### config.mk
export PLATFORM = sky130hd
export DESIGN_NAME = round_robin_priority_aging_scheduler_unit
export DESIGN_NICKNAME = d
export VERILOG_FILES = /design/src/hw/rtl/rrpas_pkg.sv /design/src/hw/rtl/round_robin_priority_aging_scheduler_unit.sv /design/src/hw/rtl/rrpas_ctrl.sv /design/src/hw/rtl/rrpas_dp.sv
export SDC_FILE = /design/constraint.sdc
export NUM_CORES = 1
export LEC_CHECK = 0
export BUFFER_PORTS_ARGS = -buffer_cell sky130_fd_sc_hd__clkbuf_2
export CAP_MARGIN = 0
export CELL_PAD_IN_SITES_DETAIL_PLACEMENT = 0
export CELL_PAD_IN_SITES_GLOBAL_PLACEMENT = 1
export CORE_AREA = 2 2 317 319
export CTS_BUF_LIST = sky130_fd_sc_hd__clkbuf_8
export DETAILED_ROUTE_END_ITERATION = 8
export DIE_AREA = 0 0 319 321
export GPL_TIMING_DRIVEN = 0
export PLACE_DENSITY_LB_ADDON = 0.1
export SLEW_MARGIN = 20
export SYNTH_ARGS = -nofsm -noshare
export SYNTH_HDL_FRONTEND = slang
export SYNTH_HIERARCHICAL = 1
export SYNTH_SLANG_ARGS = --single-unit
### constraint.sdc
create_clock -name clk -period 7.8 [get_ports clk]
set_input_delay 1.17 -clock clk [delete_from_list [all_inputs] [get_ports clk]]
set_output_delay 1.17 -clock clk [all_outputs]
set_load 0.05 [all_outputs]
### src/hw/rtl/rrpas_pkg.sv
`default_nettype none
package rrpas_pkg;

	localparam int MAX_PROCS     = 8;
	localparam int SLOT_W        = $clog2(MAX_PROCS);
	localparam int CNT_W         = $clog2(MAX_PROCS + 1);
	localparam int ID_W          = 16;
	localparam int BURST_W       = 16;
	localparam int PRIO_W        = 7;
	localparam int TICK_W        = 9;
	localparam int TICKS_MAX     = (1 << TICK_W) - 1;
	localparam int PCNT_W        = 4;
	localparam int QUANT_W       = 8;
	localparam int QUANTUM_RESET = 30;
	localparam int AGING_STRIDE  = 2;
	localparam int IN_TDATA_W    = 48;
	localparam int OUT_TDATA_W   = 40;
	localparam int APB_ADDR_W    = 3;
	localparam int APB_DATA_W    = 32;

	typedef enum logic {
		ACT_LOAD = 1'b0,
		ACT_TICK = 1'b1
	} action_t;

	typedef enum logic {
		REG_PROCESS_COUNT = 1'b0,
		REG_QUANTUM_TICKS = 1'b1
	} reg_index_t;

	typedef enum logic [2:0] {
		ST_IDLE,
		ST_CHECK,
		ST_FIND,
		ST_EVAL,
		ST_RUN,
		ST_SORT,
		ST_COMMIT,
		ST_FINISH
	} state_t;

	typedef enum logic [1:0] {
		TRY_SWEEP,
		TRY_RESTART,
		TRY_SWITCHED
	} attempt_t;

	typedef struct packed {
		logic              load;
		logic              clear_res;
		logic              find;
		logic              from_zero;
		logic              do_switch;
		logic              reset_sp;
		logic              run;
		logic              sort_step;
		logic [SLOT_W-1:0] sort_idx;
		logic              sort_commit;
		logic              emit;
	} dp_cmd_t;

	typedef struct packed {
		logic none_left;
		logic found;
		logic quantum_hit;
		logic phase;
		logic age_due;
		logic out_free;
	} dp_status_t;

endpackage
`default_nettype wire

### src/hw/rtl/round_robin_priority_aging_scheduler_unit.sv
`default_nettype none
// Process scheduler that alternates a round robin phase and an aging priority phase.
// The slave stream carries requests: tuser 0 loads a table slot from tdata, tuser 1
// asks for one scheduling tick. A load writes the table slot as it is accepted and gives no result.
// A tick gives exactly one result on the master stream: tuser says whether a
// process ran, tdata holds its slot, identifier, remaining burst, the phase and
// the all-done flag.
// A plain tick passes CHECK, FIND, EVAL, RUN and FINISH before a valid result. The priority
// order is rebuilt by a sort unit that ranks one slot per cycle, so each re-sort
// (after aging, or on entry to the priority phase) adds the SORT and COMMIT states; the worst tick,
// which enters the priority phase at a sweep end and then ages, re-sorts twice.
// One tick is in work at a time: a new tick is taken only once the last one is emitted. The next
// request is taken once the result sits in the output register, so a stalled
// receiver lets one more tick be taken, which then waits for the output register.
// Reset empties the output register, selects the round robin phase with identity
// order, clears the sweep and tick counters, and sets process_count to 0 and
// quantum_ticks to 30. Table contents are undefined until loaded.
// Registers on the APB port: process_count at 0x0, quantum_ticks at 0x4.
module round_robin_priority_aging_scheduler_unit (
	input  wire                                  clk,
	input  wire                                  arst_n,
	input  wire                                  psel,
	input  wire                                  penable,
	input  wire                                  pwrite,
	input  wire [rrpas_pkg::APB_ADDR_W-1:0]      paddr,
	input  wire [rrpas_pkg::APB_DATA_W-1:0]      pwdata,
	output logic [rrpas_pkg::APB_DATA_W-1:0]     prdata,
	output logic                                 pready,
	input  wire                                  s_tvalid,
	output logic                                 s_tready,
	input  wire [rrpas_pkg::IN_TDATA_W-1:0]      s_tdata,  // slot, proc_id, burst, priority_req
	input  wire                                  s_tuser,  // action
	output logic                                 m_tvalid,
	input  wire                                  m_tready,
	output logic [rrpas_pkg::OUT_TDATA_W-1:0]    m_tdata,  // ran_slot, ran_id, burst_left,
	                                                       // priority_mode, all_done
	output logic                                 m_tuser   // ran
);
	import rrpas_pkg::*;

	logic [PCNT_W-1:0]  pcount_q;
	logic [QUANT_W-1:0] quantum_q;
	logic               cfg_write;
	dp_cmd_t            cmd;
	dp_status_t         status;

	assign pready    = 1'b1;
	assign cfg_write = psel && penable && pwrite && pready;

	always_ff @(posedge clk or negedge arst_n) begin
		if (!arst_n) begin
			pcount_q  <= '0;
			quantum_q <= QUANT_W'(QUANTUM_RESET);
		end else if (cfg_write) begin
			unique case (reg_index_t'(paddr[2]))
				REG_PROCESS_COUNT: pcount_q  <= pwdata[PCNT_W-1:0];
				REG_QUANTUM_TICKS: quantum_q <= pwdata[QUANT_W-1:0];
				default: ;
			endcase
		end
	end

	always_comb begin
		unique case (reg_index_t'(paddr[2]))
			REG_PROCESS_COUNT: prdata = APB_DATA_W'(pcount_q);
			REG_QUANTUM_TICKS: prdata = APB_DATA_W'(quantum_q);
			default:           prdata = '0;
		endcase
	end

	rrpas_ctrl u_ctrl (
		.clk      (clk),
		.arst_n   (arst_n),
		.s_tvalid (s_tvalid),
		.s_tuser  (s_tuser),
		.s_tready (s_tready),
		.status   (status),
		.cmd      (cmd)
	);

	rrpas_dp u_dp (
		.clk           (clk),
		.arst_n        (arst_n),
		.process_count (pcount_q),
		.quantum_ticks (quantum_q),
		.s_tdata       (s_tdata),
		.m_tready      (m_tready),
		.cmd           (cmd),
		.status        (status),
		.m_tvalid      (m_tvalid),
		.m_tdata       (m_tdata),
		.m_tuser       (m_tuser)
	);

endmodule
`default_nettype wire

### src/hw/rtl/rrpas_ctrl.sv
`default_nettype none
module rrpas_ctrl (
	input  wire                     clk,
	input  wire                     arst_n,
	input  wire                     s_tvalid,
	input  wire                     s_tuser,
	output logic                    s_tready,
	input  wire rrpas_pkg::dp_status_t status,
	output rrpas_pkg::dp_cmd_t      cmd
);
	import rrpas_pkg::*;

	state_t            state_q, state_n;
	attempt_t          attempt_q, attempt_n;
	logic [SLOT_W-1:0] sort_idx_q, sort_idx_n;
	logic              to_finish_q, to_finish_n;

	always_ff @(posedge clk or negedge arst_n) begin
		if (!arst_n) begin
			state_q     <= ST_IDLE;
			attempt_q   <= TRY_SWEEP;
			sort_idx_q  <= '0;
			to_finish_q <= 1'b0;
		end else begin
			state_q     <= state_n;
			attempt_q   <= attempt_n;
			sort_idx_q  <= sort_idx_n;
			to_finish_q <= to_finish_n;
		end
	end

	always_comb begin
		state_n      = state_q;
		attempt_n    = attempt_q;
		sort_idx_n   = sort_idx_q;
		to_finish_n  = to_finish_q;
		cmd          = '0;
		cmd.sort_idx = sort_idx_q;
		s_tready     = 1'b0;
		unique case (state_q)
			ST_IDLE: begin
				s_tready = 1'b1;
				if (s_tvalid) begin
					if (action_t'(s_tuser) == ACT_TICK) begin
						state_n = ST_CHECK;
					end else begin
						cmd.load = 1'b1;
					end
				end
			end
			ST_CHECK: begin
				attempt_n = TRY_SWEEP;
				if (status.none_left) begin
					cmd.clear_res = 1'b1;
					state_n       = ST_FINISH;
				end else begin
					state_n = ST_FIND;
				end
			end
			ST_FIND: begin
				cmd.find      = 1'b1;
				cmd.from_zero = (attempt_q != TRY_SWEEP);
				state_n       = ST_EVAL;
			end
			ST_EVAL: begin
				sort_idx_n  = '0;
				to_finish_n = 1'b0;
				priority if (status.found || attempt_q == TRY_SWITCHED) begin
					state_n = ST_RUN;
				end else if (attempt_q == TRY_SWEEP) begin
					cmd.reset_sp = 1'b1;
					attempt_n    = TRY_RESTART;
					if (status.quantum_hit) begin
						cmd.do_switch = 1'b1;
						state_n       = status.phase ? ST_FIND : ST_SORT;
					end else begin
						state_n = ST_FIND;
					end
				end else begin
					cmd.do_switch = 1'b1;
					attempt_n     = TRY_SWITCHED;
					state_n       = status.phase ? ST_FIND : ST_SORT;
				end
			end
			ST_RUN: begin
				cmd.run     = 1'b1;
				sort_idx_n  = '0;
				to_finish_n = 1'b1;
				state_n     = status.age_due ? ST_SORT : ST_FINISH;
			end
			ST_SORT: begin
				cmd.sort_step = 1'b1;
				sort_idx_n    = sort_idx_q + SLOT_W'(1);
				if (sort_idx_q == SLOT_W'(MAX_PROCS - 1)) begin
					state_n = ST_COMMIT;
				end
			end
			ST_COMMIT: begin
				cmd.sort_commit = 1'b1;
				state_n         = to_finish_q ? ST_FINISH : ST_FIND;
			end
			ST_FINISH: begin
				if (status.out_free) begin
					cmd.emit = 1'b1;
					state_n  = ST_IDLE;
				end
			end
			default: begin
				state_n = ST_IDLE;
			end
		endcase
	end

endmodule
`default_nettype wire

### src/hw/rtl/rrpas_dp.sv
`default_nettype none
module rrpas_dp (
	input  wire                                   clk,
	input  wire                                   arst_n,
	input  wire [rrpas_pkg::PCNT_W-1:0]           process_count,
	input  wire [rrpas_pkg::QUANT_W-1:0]          quantum_ticks,
	input  wire [rrpas_pkg::IN_TDATA_W-1:0]       s_tdata,
	input  wire                                   m_tready,
	input  wire rrpas_pkg::dp_cmd_t               cmd,
	output rrpas_pkg::dp_status_t                 status,
	output logic                                  m_tvalid,
	output logic [rrpas_pkg::OUT_TDATA_W-1:0]     m_tdata,
	output logic                                  m_tuser
);
	import rrpas_pkg::*;

	logic [ID_W-1:0]        id_q     [MAX_PROCS];
	logic [BURST_W-1:0]     burst_q  [MAX_PROCS];
	logic [PRIO_W-1:0]      prio_q   [MAX_PROCS];
	logic [SLOT_W-1:0]      pos_q    [MAX_PROCS];
	logic [SLOT_W-1:0]      newpos_q [MAX_PROCS];
	logic                   phase_q;
	logic [CNT_W-1:0]       sp_q;
	logic [TICK_W-1:0]      ticks_q;
	logic                   found_q;
	logic [SLOT_W-1:0]      fpos_q;
	logic [SLOT_W-1:0]      fslot_q;
	logic                   res_ran_q;
	logic [2:0]             res_slot_q;
	logic [ID_W-1:0]        res_id_q;
	logic [BURST_W-1:0]     res_burst_q;
	logic                   m_tvalid_q;
	logic [OUT_TDATA_W-1:0] m_tdata_q;
	logic                   m_tuser_q;

	logic [2:0]         in_slot;
	logic [ID_W-1:0]    in_id;
	logic [BURST_W-1:0] in_burst;
	logic [PRIO_W-1:0]  in_prio;

	logic [CNT_W-1:0]   n_use;
	logic               any_left;
	logic [CNT_W-1:0]   start;
	logic [SLOT_W-1:0]  posk [MAX_PROCS];
	logic [SLOT_W-1:0]  slot_by_pos [MAX_PROCS];
	logic [MAX_PROCS-1:0] hit;
	logic               find_ok;
	logic [SLOT_W-1:0]  find_pos;
	logic [PRIO_W-1:0]  key_prio;
	logic [SLOT_W-1:0]  key_pos;
	logic               key_active;
	logic [CNT_W-1:0]   rank_cnt;
	logic [BURST_W-1:0] run_burst;
	logic [BURST_W-1:0] run_next;
	logic               age_due;

	assign in_slot  = s_tdata[2:0];
	assign in_id    = s_tdata[18:3];
	assign in_burst = s_tdata[34:19];
	assign in_prio  = s_tdata[41:35];

	always_comb begin
		n_use = (int'(process_count) > MAX_PROCS) ? CNT_W'(MAX_PROCS) : CNT_W'(process_count);
		any_left = 1'b0;
		for (int k = 0; k < MAX_PROCS; k++) begin
			if (CNT_W'(k) < n_use && burst_q[k] != '0) begin
				any_left = 1'b1;
			end
		end
	end

	// Runnable sweep positions at or after the start, then the first of them.
	always_comb begin
		start = cmd.from_zero ? '0 : sp_q;
		hit   = '0;
		for (int k = 0; k < MAX_PROCS; k++) begin
			posk[k] = phase_q ? pos_q[k] : SLOT_W'(k);
		end
		for (int p = 0; p < MAX_PROCS; p++) begin
			slot_by_pos[p] = '0;
			for (int k = 0; k < MAX_PROCS; k++) begin
				if (posk[k] == SLOT_W'(p)) begin
					slot_by_pos[p] = SLOT_W'(k);
					if (CNT_W'(k) < n_use && burst_q[k] != '0 &&
					    CNT_W'(p) < n_use && CNT_W'(p) >= start) begin
						hit[p] = 1'b1;
					end
				end
			end
		end
		find_ok  = 1'b0;
		find_pos = '0;
		for (int p = MAX_PROCS - 1; p >= 0; p--) begin
			if (hit[p]) begin
				find_ok  = 1'b1;
				find_pos = SLOT_W'(p);
			end
		end
	end

	// Stable rank of one slot among the slots held in the used part of the order.
	always_comb begin
		key_prio   = prio_q[cmd.sort_idx];
		key_pos    = pos_q[cmd.sort_idx];
		key_active = CNT_W'(key_pos) < n_use;
		rank_cnt   = '0;
		for (int m = 0; m < MAX_PROCS; m++) begin
			if (CNT_W'(pos_q[m]) < n_use &&
			    (prio_q[m] < key_prio || (prio_q[m] == key_prio && pos_q[m] < key_pos))) begin
				rank_cnt = rank_cnt + CNT_W'(1);
			end
		end
	end

	assign run_burst = burst_q[fslot_q];
	assign run_next  = (run_burst != '0) ? run_burst - BURST_W'(1) : run_burst;
	assign age_due   = phase_q && ((fpos_q % SLOT_W'(AGING_STRIDE)) == SLOT_W'(1));

	always_comb begin
		status.none_left   = !any_left;
		status.found       = found_q;
		status.quantum_hit = ticks_q >= TICK_W'(quantum_ticks);
		status.phase       = phase_q;
		status.age_due     = age_due;
		status.out_free    = !m_tvalid_q || m_tready;
	end

	always_ff @(posedge clk or negedge arst_n) begin
		if (!arst_n) begin
			phase_q    <= 1'b0;
			sp_q       <= '0;
			ticks_q    <= '0;
			found_q    <= 1'b0;
			fpos_q     <= '0;
			fslot_q    <= '0;
			m_tvalid_q <= 1'b0;
			for (int k = 0; k < MAX_PROCS; k++) begin
				pos_q[k] <= SLOT_W'(k);
			end
		end else begin
			if (cmd.find) begin
				found_q <= find_ok;
				fpos_q  <= find_pos;
				fslot_q <= slot_by_pos[find_pos];
			end
			if (cmd.do_switch) begin
				phase_q <= !phase_q;
				ticks_q <= '0;
				if (!phase_q) begin
					for (int k = 0; k < MAX_PROCS; k++) begin
						pos_q[k] <= SLOT_W'(k);
					end
				end
			end
			if (cmd.reset_sp) begin
				sp_q <= '0;
			end
			if (cmd.run) begin
				sp_q <= CNT_W'(fpos_q) + CNT_W'(1);
				if (ticks_q != TICK_W'(TICKS_MAX)) begin
					ticks_q <= ticks_q + TICK_W'(1);
				end
			end
			if (cmd.sort_commit) begin
				for (int k = 0; k < MAX_PROCS; k++) begin
					pos_q[k] <= newpos_q[k];
				end
			end
			if (cmd.emit) begin
				m_tvalid_q <= 1'b1;
			end else if (m_tready) begin
				m_tvalid_q <= 1'b0;
			end
		end
	end

	always_ff @(posedge clk) begin
		if (cmd.load) begin
			id_q[SLOT_W'(in_slot)]    <= in_id;
			burst_q[SLOT_W'(in_slot)] <= in_burst;
			prio_q[SLOT_W'(in_slot)]  <= in_prio;
		end
		if (cmd.run) begin
			burst_q[fslot_q] <= run_next;
			res_ran_q        <= 1'b1;
			res_slot_q       <= 3'(fslot_q);
			res_id_q         <= id_q[fslot_q];
			res_burst_q      <= run_next;
			if (age_due) begin
				for (int i = 0; i < MAX_PROCS; i++) begin
					if (prio_q[i] != '0) begin
						prio_q[i] <= prio_q[i] - PRIO_W'(1);
					end
				end
			end
		end
		if (cmd.clear_res) begin
			res_ran_q   <= 1'b0;
			res_slot_q  <= '0;
			res_id_q    <= '0;
			res_burst_q <= '0;
		end
		if (cmd.sort_step) begin
			newpos_q[cmd.sort_idx] <= key_active ? SLOT_W'(rank_cnt) : key_pos;
		end
		if (cmd.emit) begin
			m_tdata_q <= OUT_TDATA_W'({!any_left, phase_q, res_burst_q, res_id_q, res_slot_q});
			m_tuser_q <= res_ran_q;
		end
	end

	assign m_tvalid = m_tvalid_q;
	assign m_tdata  = m_tdata_q;
	assign m_tuser  = m_tuser_q;

endmodule
`default_nettype wire

==> results of run 1 <==
## report_power, final
part	internal [uW]	switching, uW
Sequential	3490	409
Combinational	2350	4060
Clock	1320	1190
Total	7170	5650
## metal layers
metal / vias up / global-route usage / routed length [um] / part of all wire
li1: 9288 / - / - / -
met1: 9907 / 0.2483 / 43350 / 0.45
met2: 595 / 0.2957 / 43530 / 0.46
met3: 165 / 0.03803 / 5393 / 0.056
met4: 4 / 0.06719 / 3331 / 0.035
met5: - / 0 / 21 / 0.00022
## placed cells by master, fill, tap and decap left out, types with 25 or more instances in the layout
cell type	n
conb_1	28
dfrtp_1	48
nand2_1	273
nor4_1	37
o21ai_0	145
ha_1	128
mux2i_1	50
clkbuf_8	99
dfxtp_1	36
a21oi_1	113
xnor2_1	44
nand2b_1	29
buf_4	44
mux4_2	68
clkbuf_1	68
inv_1	126
nor2_1	189
a211oi_1	25
clkbuf_2	92
o21ai_1	67
mux2_2	30
buf_1	31
nor3_1	38
nand4_1	30
edfxtp_1	374
nor2b_1	31
nand3_1	33
## synthesized netlist by cell type, types with 16 or more instances
cell type | number | area [sq um]
edfxtp_1 | 374 | 11230
nand2_1 | 273 | 1025
nor2_1 | 190 | 713.2
o21ai_0 | 146 | 730.7
ha_1 | 128 | 1602
a21oi_1 | 117 | 585.6
inv_1 | 93 | 349.1
clkbuf_1 | 75 | 281.5
mux4_2 | 68 | 1531
o21ai_1 | 67 | 335.3
dfrtp_1 | 51 | 1276
mux2i_1 | 51 | 510.5
xnor2_1 | 45 | 394.1
nor3_1 | 38 | 190.2
buf_1 | 37 | 138.9
nor4_1 | 37 | 231.5
dfxtp_1 | 36 | 720.7
buf_4 | 34 | 255.2
nand3_1 | 33 | 165.2
nor2b_1 | 31 | 193.9
mux2_2 | 30 | 337.8
nand4_1 | 30 | 187.7
nand2b_1 | 29 | 181.4
a211oi_1 | 25 | 187.7
xor2_1 | 22 | 192.7
o21a_1 | 21 | 157.7
a31oi_1 | 19 | 118.9
a21o_1 | 17 | 127.6
dfstp_2 | 16 | 420.4
## registers in the layout, summed over array words and instances, names as in the netlist, 4 cells and up
register	cells
u_dp/burst_q	128
u_dp/ticks_q	9
u_dp/sp_q	4
u_dp/newpos_q	24
u_dp/m_tdata	37
pcount_q	4
u_dp/prio_q	56
u_dp/id_q	128
u_dp/res_id_q	16
u_dp/res_burst_q	16
u_dp/pos_q	24
quantum_q	8
## area by class of cell
| cell class | instances | area [sq um] | area share |
|---|---|---|---|
| multi-input combinational | 1670 | 11930 | 0.3869 |
| buffer | 166 | 859.6 | 0.02787 |
| clock inverter | 73 | 470.5 | 0.01525 |
| clock buffer | 99 | 1363 | 0.04418 |
| timing repair buffer | 96 | 560.5 | 0.01817 |
| tap | 1298 | 1624 | 0.05266 |
| sequential | 477 | 13650 | 0.4426 |
| inverter | 99 | 374.1 | 0.01213 |
| antenna | 3 | 7.507 | 0.0002434 |
## how the worst min path moves through the flow
stage          cells after the start  slack, ps          endpoint                 from
6_report                           1        400     u_dp/pos_q[7]               arst_n
5_1_grt                            1        360     u_dp/pos_q[3]               arst_n
4_1_cts                            1        320    u_dp/pos_q[15]               arst_n
3_5_place_dp                       0        420  u_dp/m_tdata[20]  u_dp/res_burst_q[1]
3_3_place_gp                       0        420   u_dp/m_tdata[0]   u_dp/res_slot_q[0]
2_1_floorplan                      0        410   u_dp/m_tdata[0]   u_dp/res_slot_q[0]
## critical path: cells and delay by family (launching register included)
kind            cells  cell delay (ps)
compound gates      5             1800
xor+xnor            4              730
fa+ha+maj           6             1520
buf+inv             3              500
flops               1              450
mux                 5             1490
simple gates        3              760
## stage by stage
stage,instances,power (uW)
floorplan,2413,8024
global placement,3794,10130
detailed placement,3798,10180
CTS,3977,12920
global route,3980,13740
finish,3981,12820
## cells by family after synthesis
group	Yosys count
mux	153
flops	477
xor+xnor	68
buf+inv	266
simple gates	765
other cells	3
compound gates	528
fa+ha+maj	128
## repair_timing
action | in CTS | in global routing
pin swaps | 2 | 2
hold buffers | 0 | 0
setup buffers | 7 | 2
endpoints found under the setup margin | 16 | 16
resized for setup | 24 | 12
==> impl_results.md, run 1 <==
- Status: finished, final reports clean
- Max H-tree Level: 3
- Final Cycle Share: 0.9569
- Layout cell share with drive strength beyond 1: 0.1720
- Yosys warns: 6
- IO Port Bufs: 83
- Maxcap violations: 0
- Layout Nets: 2820
- Final std cell area, no fill: 30840 sq um
- Worst slew pin tran: 1273 ps
- Die footprint: roughly 100000 sq um
- Clock Latency Late Sink: ~760 ps
- Largest family of logic cells by synthesized area: simple AND/OR/NAND/NOR gates
- Post-Synthesis Cells: 2388
- Post-synth EDFFs: 374
- Initial Util: 0.2675
- #FFs+latches synth: 477
- F_max: 134.0 MHz
- Core ar.: 99280 sq um
- WS Path Type: register to register
- Adder-cell share of the synthesized area: 0.06031
- Initial antenna violation count: 5
- Routed vias/inst: 5.014
- Final setup viols: 0
- Final WS setup: 335.8 ps
- CP required: 8340 ps
- Hold crit path type: primary input to async pin
- Final Hold Vio Count: 0
- Maximum vdd ir drop: 0.2528 mV
- Chip Height: roughly 320 um
- Max-slew headroom: 0.1435
- PwrDens: around 420 nW/um^2
- WHS: 399.9 ps
- Netlist Area Pre-Place: approximately 27000 sq um
- Crit-path max cell delay: 650 ps
- Setup TNS: 0 ps
- Antenna viol nets, final: 0
- DR WL/cell: 24.02 um
- Setup crit end kind: register
- Final worst clock skew: 76.88 ps
- Dpl ws: -1650 ps
- CTS max path bufs: 3
- Post-DP HPWL: 70.33 mm
- # DRC: 0
- Gpl congestion: a little under 0.9
- Min Tclk post-route: 7464 ps
- CTS tree: done
- Fin util: 0.3107
- R2r worst-path depth: 26
- Worst Setup SP: u_ctrl/sort_idx_q[1]
- Slowest CP cell: or4b_2
- Placed cell areas: 28800 sq um
- Total Routing Usage GR: 0.1853
- Mux contribution to synthesized area: 0.09187
- Filler cells: roughly 10000
- RR Endpoint: u_dp/newpos_q[1][2]
- FF-to-FF Start: u_ctrl/sort_idx_q[1]
- Drt pass-1 iters: 5
- TritonCTS Buffers: 91
- Std cell rows: approximately 120
- Seq/Total Area, Yosys: 0.5139
- Compound-cell area share of the yosys netlist: 0.1249
- Pleak: 0.01183 uW
- Drt total wl: between 90 and 100 mm
- Count of cell types in the netlist: 102
- Largest net degree at the start of global routing: 44
- Reg2Reg Setup Slack: approximately 340 ps
- CTS clk-pin slew, worst paths: around 60 ps
- Post-Synth Simple-Gate Area: 0.1399
- Crit Path Max Fanout: 10
- Critical Path End: u_dp/newpos_q[1][2]
- Synthesis-to-finish area growth: 16.14%
- I/O pins: around 170
- Startpoint Class: register
- Clock Sinks: 477
- Root Driver: clkbuf_8
- GR Overflow Total: 0
- Async S/R FF share, synth: 0.1405
- Final Max Slew Viols: 0
- Syn Area/Cell: roughly 11 sq um
- Vias: 19959
- Crit path DAT: 8000 ps
- Initial drt markers: between 1500 and 2000
- Number of global-route vias before repair: between 20000 and 25000
- First-pass GRT wire length: 139.3 mm
- XOR/XNOR share of the synthesized area: 0.02294
- Chip width: 319 um
- Top FF cell, synth: edfxtp_1
- Crit-path most repeated cell: ha_1
Power figures use the tool's default switching activity.
==> run 2, diff against run 1 <==
ABC_AREA = 1   (was not set)
ABC_CLOCK_PERIOD_IN_PS = 7800   (was not set)
CORE_AREA = 2 2 319 321   (was 2 2 317 319)
DIE_AREA = 0 0 321 323   (was 0 0 319 321)
==> impl_results.md, run 2 <==
- Status: finished, final reports clean
- I/O pins: 167 (unchanged)
- Crit Path Max Fanout: 10 (unchanged)
- #FFs+latches synth: 477 (unchanged)
- Hold Startpoint: u_dp/res_id_q[2]
- Gpl congestion: 0.9251 (+5.7%)
- Maxcap violations: 0 (unchanged)
- Count leader, synth: nand2_1
- Pleak: 0.01292 uW (+9.2%)
- Initial Util: 0.2661 (-0.001456)
- Top flop regs: u_dp/burst_q: 128 flops, u_dp/id_q: 128 flops, u_dp/prio_q: 56 flops
- Crit-path max cell delay: 550 ps (-100 ps)
- Startpoint Class: register
- IO Port Bufs: 84 (+1.2%)
- Crit-path most repeated cell: nand2_1
- Antenna viol nets, final: 0 (unchanged)
- Setup crit end kind: register
- WS Path Type: register to register
- Final Hold Vio Count: 0 (unchanged)
- Final worst clock skew: 48.31 ps (-28.58 ps)
- RR Endpoint: u_dp/newpos_q[7][2]
- Commonest non-fill, non-tap cell in the layout: nand2_1
- TritonCTS Buffers: 91 (unchanged)
- Hold crit path type: register to register
- Syn Area/Cell: 8.672 sq um (-22%)
- CTS tree: done
- Async S/R FF share, synth: 0.1405 (unchanged)
- Maximum vdd ir drop: 0.2944 mV (+16%)
- Root Driver: clkbuf_8
- Switching share of total power: 0.4622 (+0.02119)
- NetSw: 5336 uW (-5.6%)
- Hold Path End: u_dp/m_tdata[5]
- First-pass GRT wire length: 150.9 mm (+8.3%)
- PwrDens: 368.9 nW/um^2 (-11%)
- Comb power frac: 0.466 (-0.034)
- Chip width: 321 um (+0.63%)
- Post-synth EDFFs: 374 (unchanged)
- Final Max Slew Viols: 0 (unchanged)
- Placed cell areas: 29280 sq um (+1.7%)
- Sequential share of power: 0.313 (+0.009)
- Drt total wl: 103.4 mm (+8.2%)
- Crit path DAT: 7580 ps (-420 ps)
- Max-slew headroom: 0.2809 (+0.1374)
- Slowest CP cell: a211oi_2
- # DRC: 0 (unchanged)
- CTS clk-pin slew, worst paths: 60 ps (about the same)
- Chip Height: 323 um (+0.62%)
- Initial antenna violation count: 4 (-1)
- Clock Sinks: 477 (unchanged)
- Final std cell area, no fill: 31300 sq um (+1.5%)
- Yosys warns: 6 (unchanged)
- Clock power share: 0.221 (+0.025)
- R2r worst-path depth: 41 (+58%)
- Layout cell share with drive strength beyond 1: 0.1185 (-0.05354)
- Post-Synthesis Cells: 3090 (+29%)
- F_max: 139.5 MHz (+4.1%)
- Core ar.: 100700 sq um (+1.5%)
- Initial drt markers: 1658 (+7.7%)
- Top FF cell, synth: edfxtp_1
- Min Tclk post-route: 7168 ps (-296.0 ps)
- Die footprint: 103700 sq um (+1.3%)
- Number of global-route vias before repair: 22634 (+12%)
- Post-DP HPWL: 78.07 mm (+11%)
- Commonest non-fill, non-tap cells in the layout: 650 x nand2_1, 385 x nor2_1, 374 x edfxtp_1
- Clock Latency Late Sink: 730 ps (-30 ps)
- Top cells by area, synth: edfxtp_1 42%, nand2_1 9.1%, ha_1 6.0%
- GR Overflow Total: 0 (unchanged)
- Synth top area share: 0.4191 (-0.003772)
- Fin util: 0.3107 (about the same)
- Reg2Reg Setup Slack: 630 ps (+300 ps)
- Final Cycle Share: 0.9190 (-0.03795)
- WHS: 424.1 ps (+24.14 ps)
- DR WL/cell: 21.98 um (-8.5%)
- Dominant cell type by area after synthesis: edfxtp_1
- Worst slew pin tran: 1067 ps (-205.6 ps)
- Largest net degree at the start of global routing: 37 (-16%)
- CP required: 8220 ps (-120 ps)
- FF-to-FF Start: u_ctrl/sort_idx_q[0]
- Total Routing Usage GR: 0.1973 (+0.01208)
- Filler cells: 10718 (+4.1%)
- Vias: 22881 (+15%)
- Routed vias/inst: 4.863 (-3.0%)
- Synth cell count leaders: 652 x nand2_1, 398 x nor2_1, 374 x edfxtp_1
- RSZ-0062 raised after global routing: no
- Layout Nets: 3534 (+25%)
- Hold path cells: 0
- Std cell rows: 117 (+0.86%)
- Pint: 6209 uW (-13%)
- Count of cell types in the netlist: 61 (-40%)
- CTS max path bufs: 3 (unchanged)
- Max H-tree Level: 3 (unchanged)
- Synthesis-to-finish area growth: 16.80%
- Netlist Area Pre-Place: 26800 sq um (+0.90%)
- Seq/Total Area, Yosys: 0.5093 (-0.004583)
- Drt pass-1 iters: 7 (+2)
- Final setup viols: 0 (unchanged)
[run 2: changes by cell type after synthesis, sizes merged, moves of 29 or more]
cell / before / now
nand2b: 30 / 0
mux4: 68 / 0
nor2: 192 / 402
mux2: 34 / 0
mux2i: 51 / 2
nor2b: 31 / 0
inv: 99 / 283
nor4: 37 / 8
nand3: 34 / 147
a21oi: 118 / 165
nand2: 274 / 666
o21ai: 213 / 385
[run 2: worst max-delay path by stage]
stage | start | endpoint | slack [ps]
finish | u_ctrl/sort_idx_q[0] | u_dp/newpos_q[7][2] | 630
global route | u_ctrl/sort_idx_q[0] | u_dp/newpos_q[7][2] | 8
CTS | u_ctrl/sort_idx_q[1] | u_dp/newpos_q[7][2] | 7
detailed placement | u_ctrl/sort_idx_q[0] | u_dp/newpos_q[5][2] | -330
global placement | u_ctrl/sort_idx_q[0] | u_dp/newpos_q[3][2] | -2530
floorplan | u_ctrl/sort_idx_q[0] | u_dp/newpos_q[0][2] | 620
[run 2: cell families (layout without fill, tap and decap cells)]
| logic type | count (synthesis) | after routing | synth area share |
|---|---|---|---|
| fa+ha+maj | 128 | 128 | 0.05977 |
| buf+inv | 443 | 721 | 0.06948 |
| flops | 477 | 477 | 0.5093 |
| other cells | 3 | 31 | 0.0004202 |
| simple gates | 1298 | 1298 | 0.1992 |
| compound gates | 691 | 691 | 0.1447 |
| xor+xnor | 48 | 48 | 0.01597 |
| mux | 2 | 2 | 0.001214 |
[run 2: final cells by class]
type | instances | area, sq um | share of cell area
clock buffers | 102 | 1404 | 0.04486
flip-flops and latches | 477 | 13650 | 0.4361
clock inverters | 69 | 466.7 | 0.01491
plain buffers | 158 | 805.8 | 0.02575
repair buffers | 107 | 695.7 | 0.02223
multi-input cells | 2195 | 11560 | 0.3694
well taps | 1309 | 1638 | 0.05233
inverters | 285 | 1070 | 0.03418
diodes | 3 | 7.507 | 0.0002399
[run 2: power by group through the flow]
stage / clock, uW / combinational, uW / sequential (uW)
after global routing: 2750 / 6030 / 3650
after detailed placement: 0 / 5330 / 3660
final: 2550 / 5370 / 3620
after CTS: 2650 / 5360 / 3620
after global placement: 0 / 5210 / 3660
after floorplan: 0 / 3350 / 3580
[run 2: worst max-delay path, delay by kind of cell (launching register included)]
family	cells	cell delay, ps
fa+ha+maj	7	1780
buf+inv	8	1250
simple gates	17	1750
compound gates	9	1690
flops	1	410
[run 2: metrics by stage]
step / setup WS (ps) / instances / total power, uW / setup TNS, ps
2_1_floorplan: 616.2 / 3115 / 6933 / 0
3_3_place_gp: -2525 / 4508 / 8873 / -40480
3_5_place_dp: -331.5 / 4526 / 8989 / -3751
4_1_cts: 6.698 / 4697 / 11630 / 0
5_1_grt: 8.438 / 4704 / 12440 / 0
6_report: 631.8 / 4705 / 11540 / 0
[run 2: repair_timing]
action / 4_1_cts / 5_1_grt
pin swaps: 0 / 6
endpoints found under the setup margin: 16 / 16
hold buffers: 0 / 0
buffers inserted: 0 / 5
resized for setup: 7 / 26
[run 2: per-layer routing]
metal | vias up | GRT usage | share of wire | routed length (um)
met1 | 11061 | 0.2565 | 0.45 | 46090
met2 | 622 | 0.3370 | 0.48 | 49670
li1 | 11022 | - | - | -
met4 | 4 | 0.07051 | 0.033 | 3383
met3 | 172 | 0.02448 | 0.041 | 4247
met5 | - | 0 | 0.00029 | 30
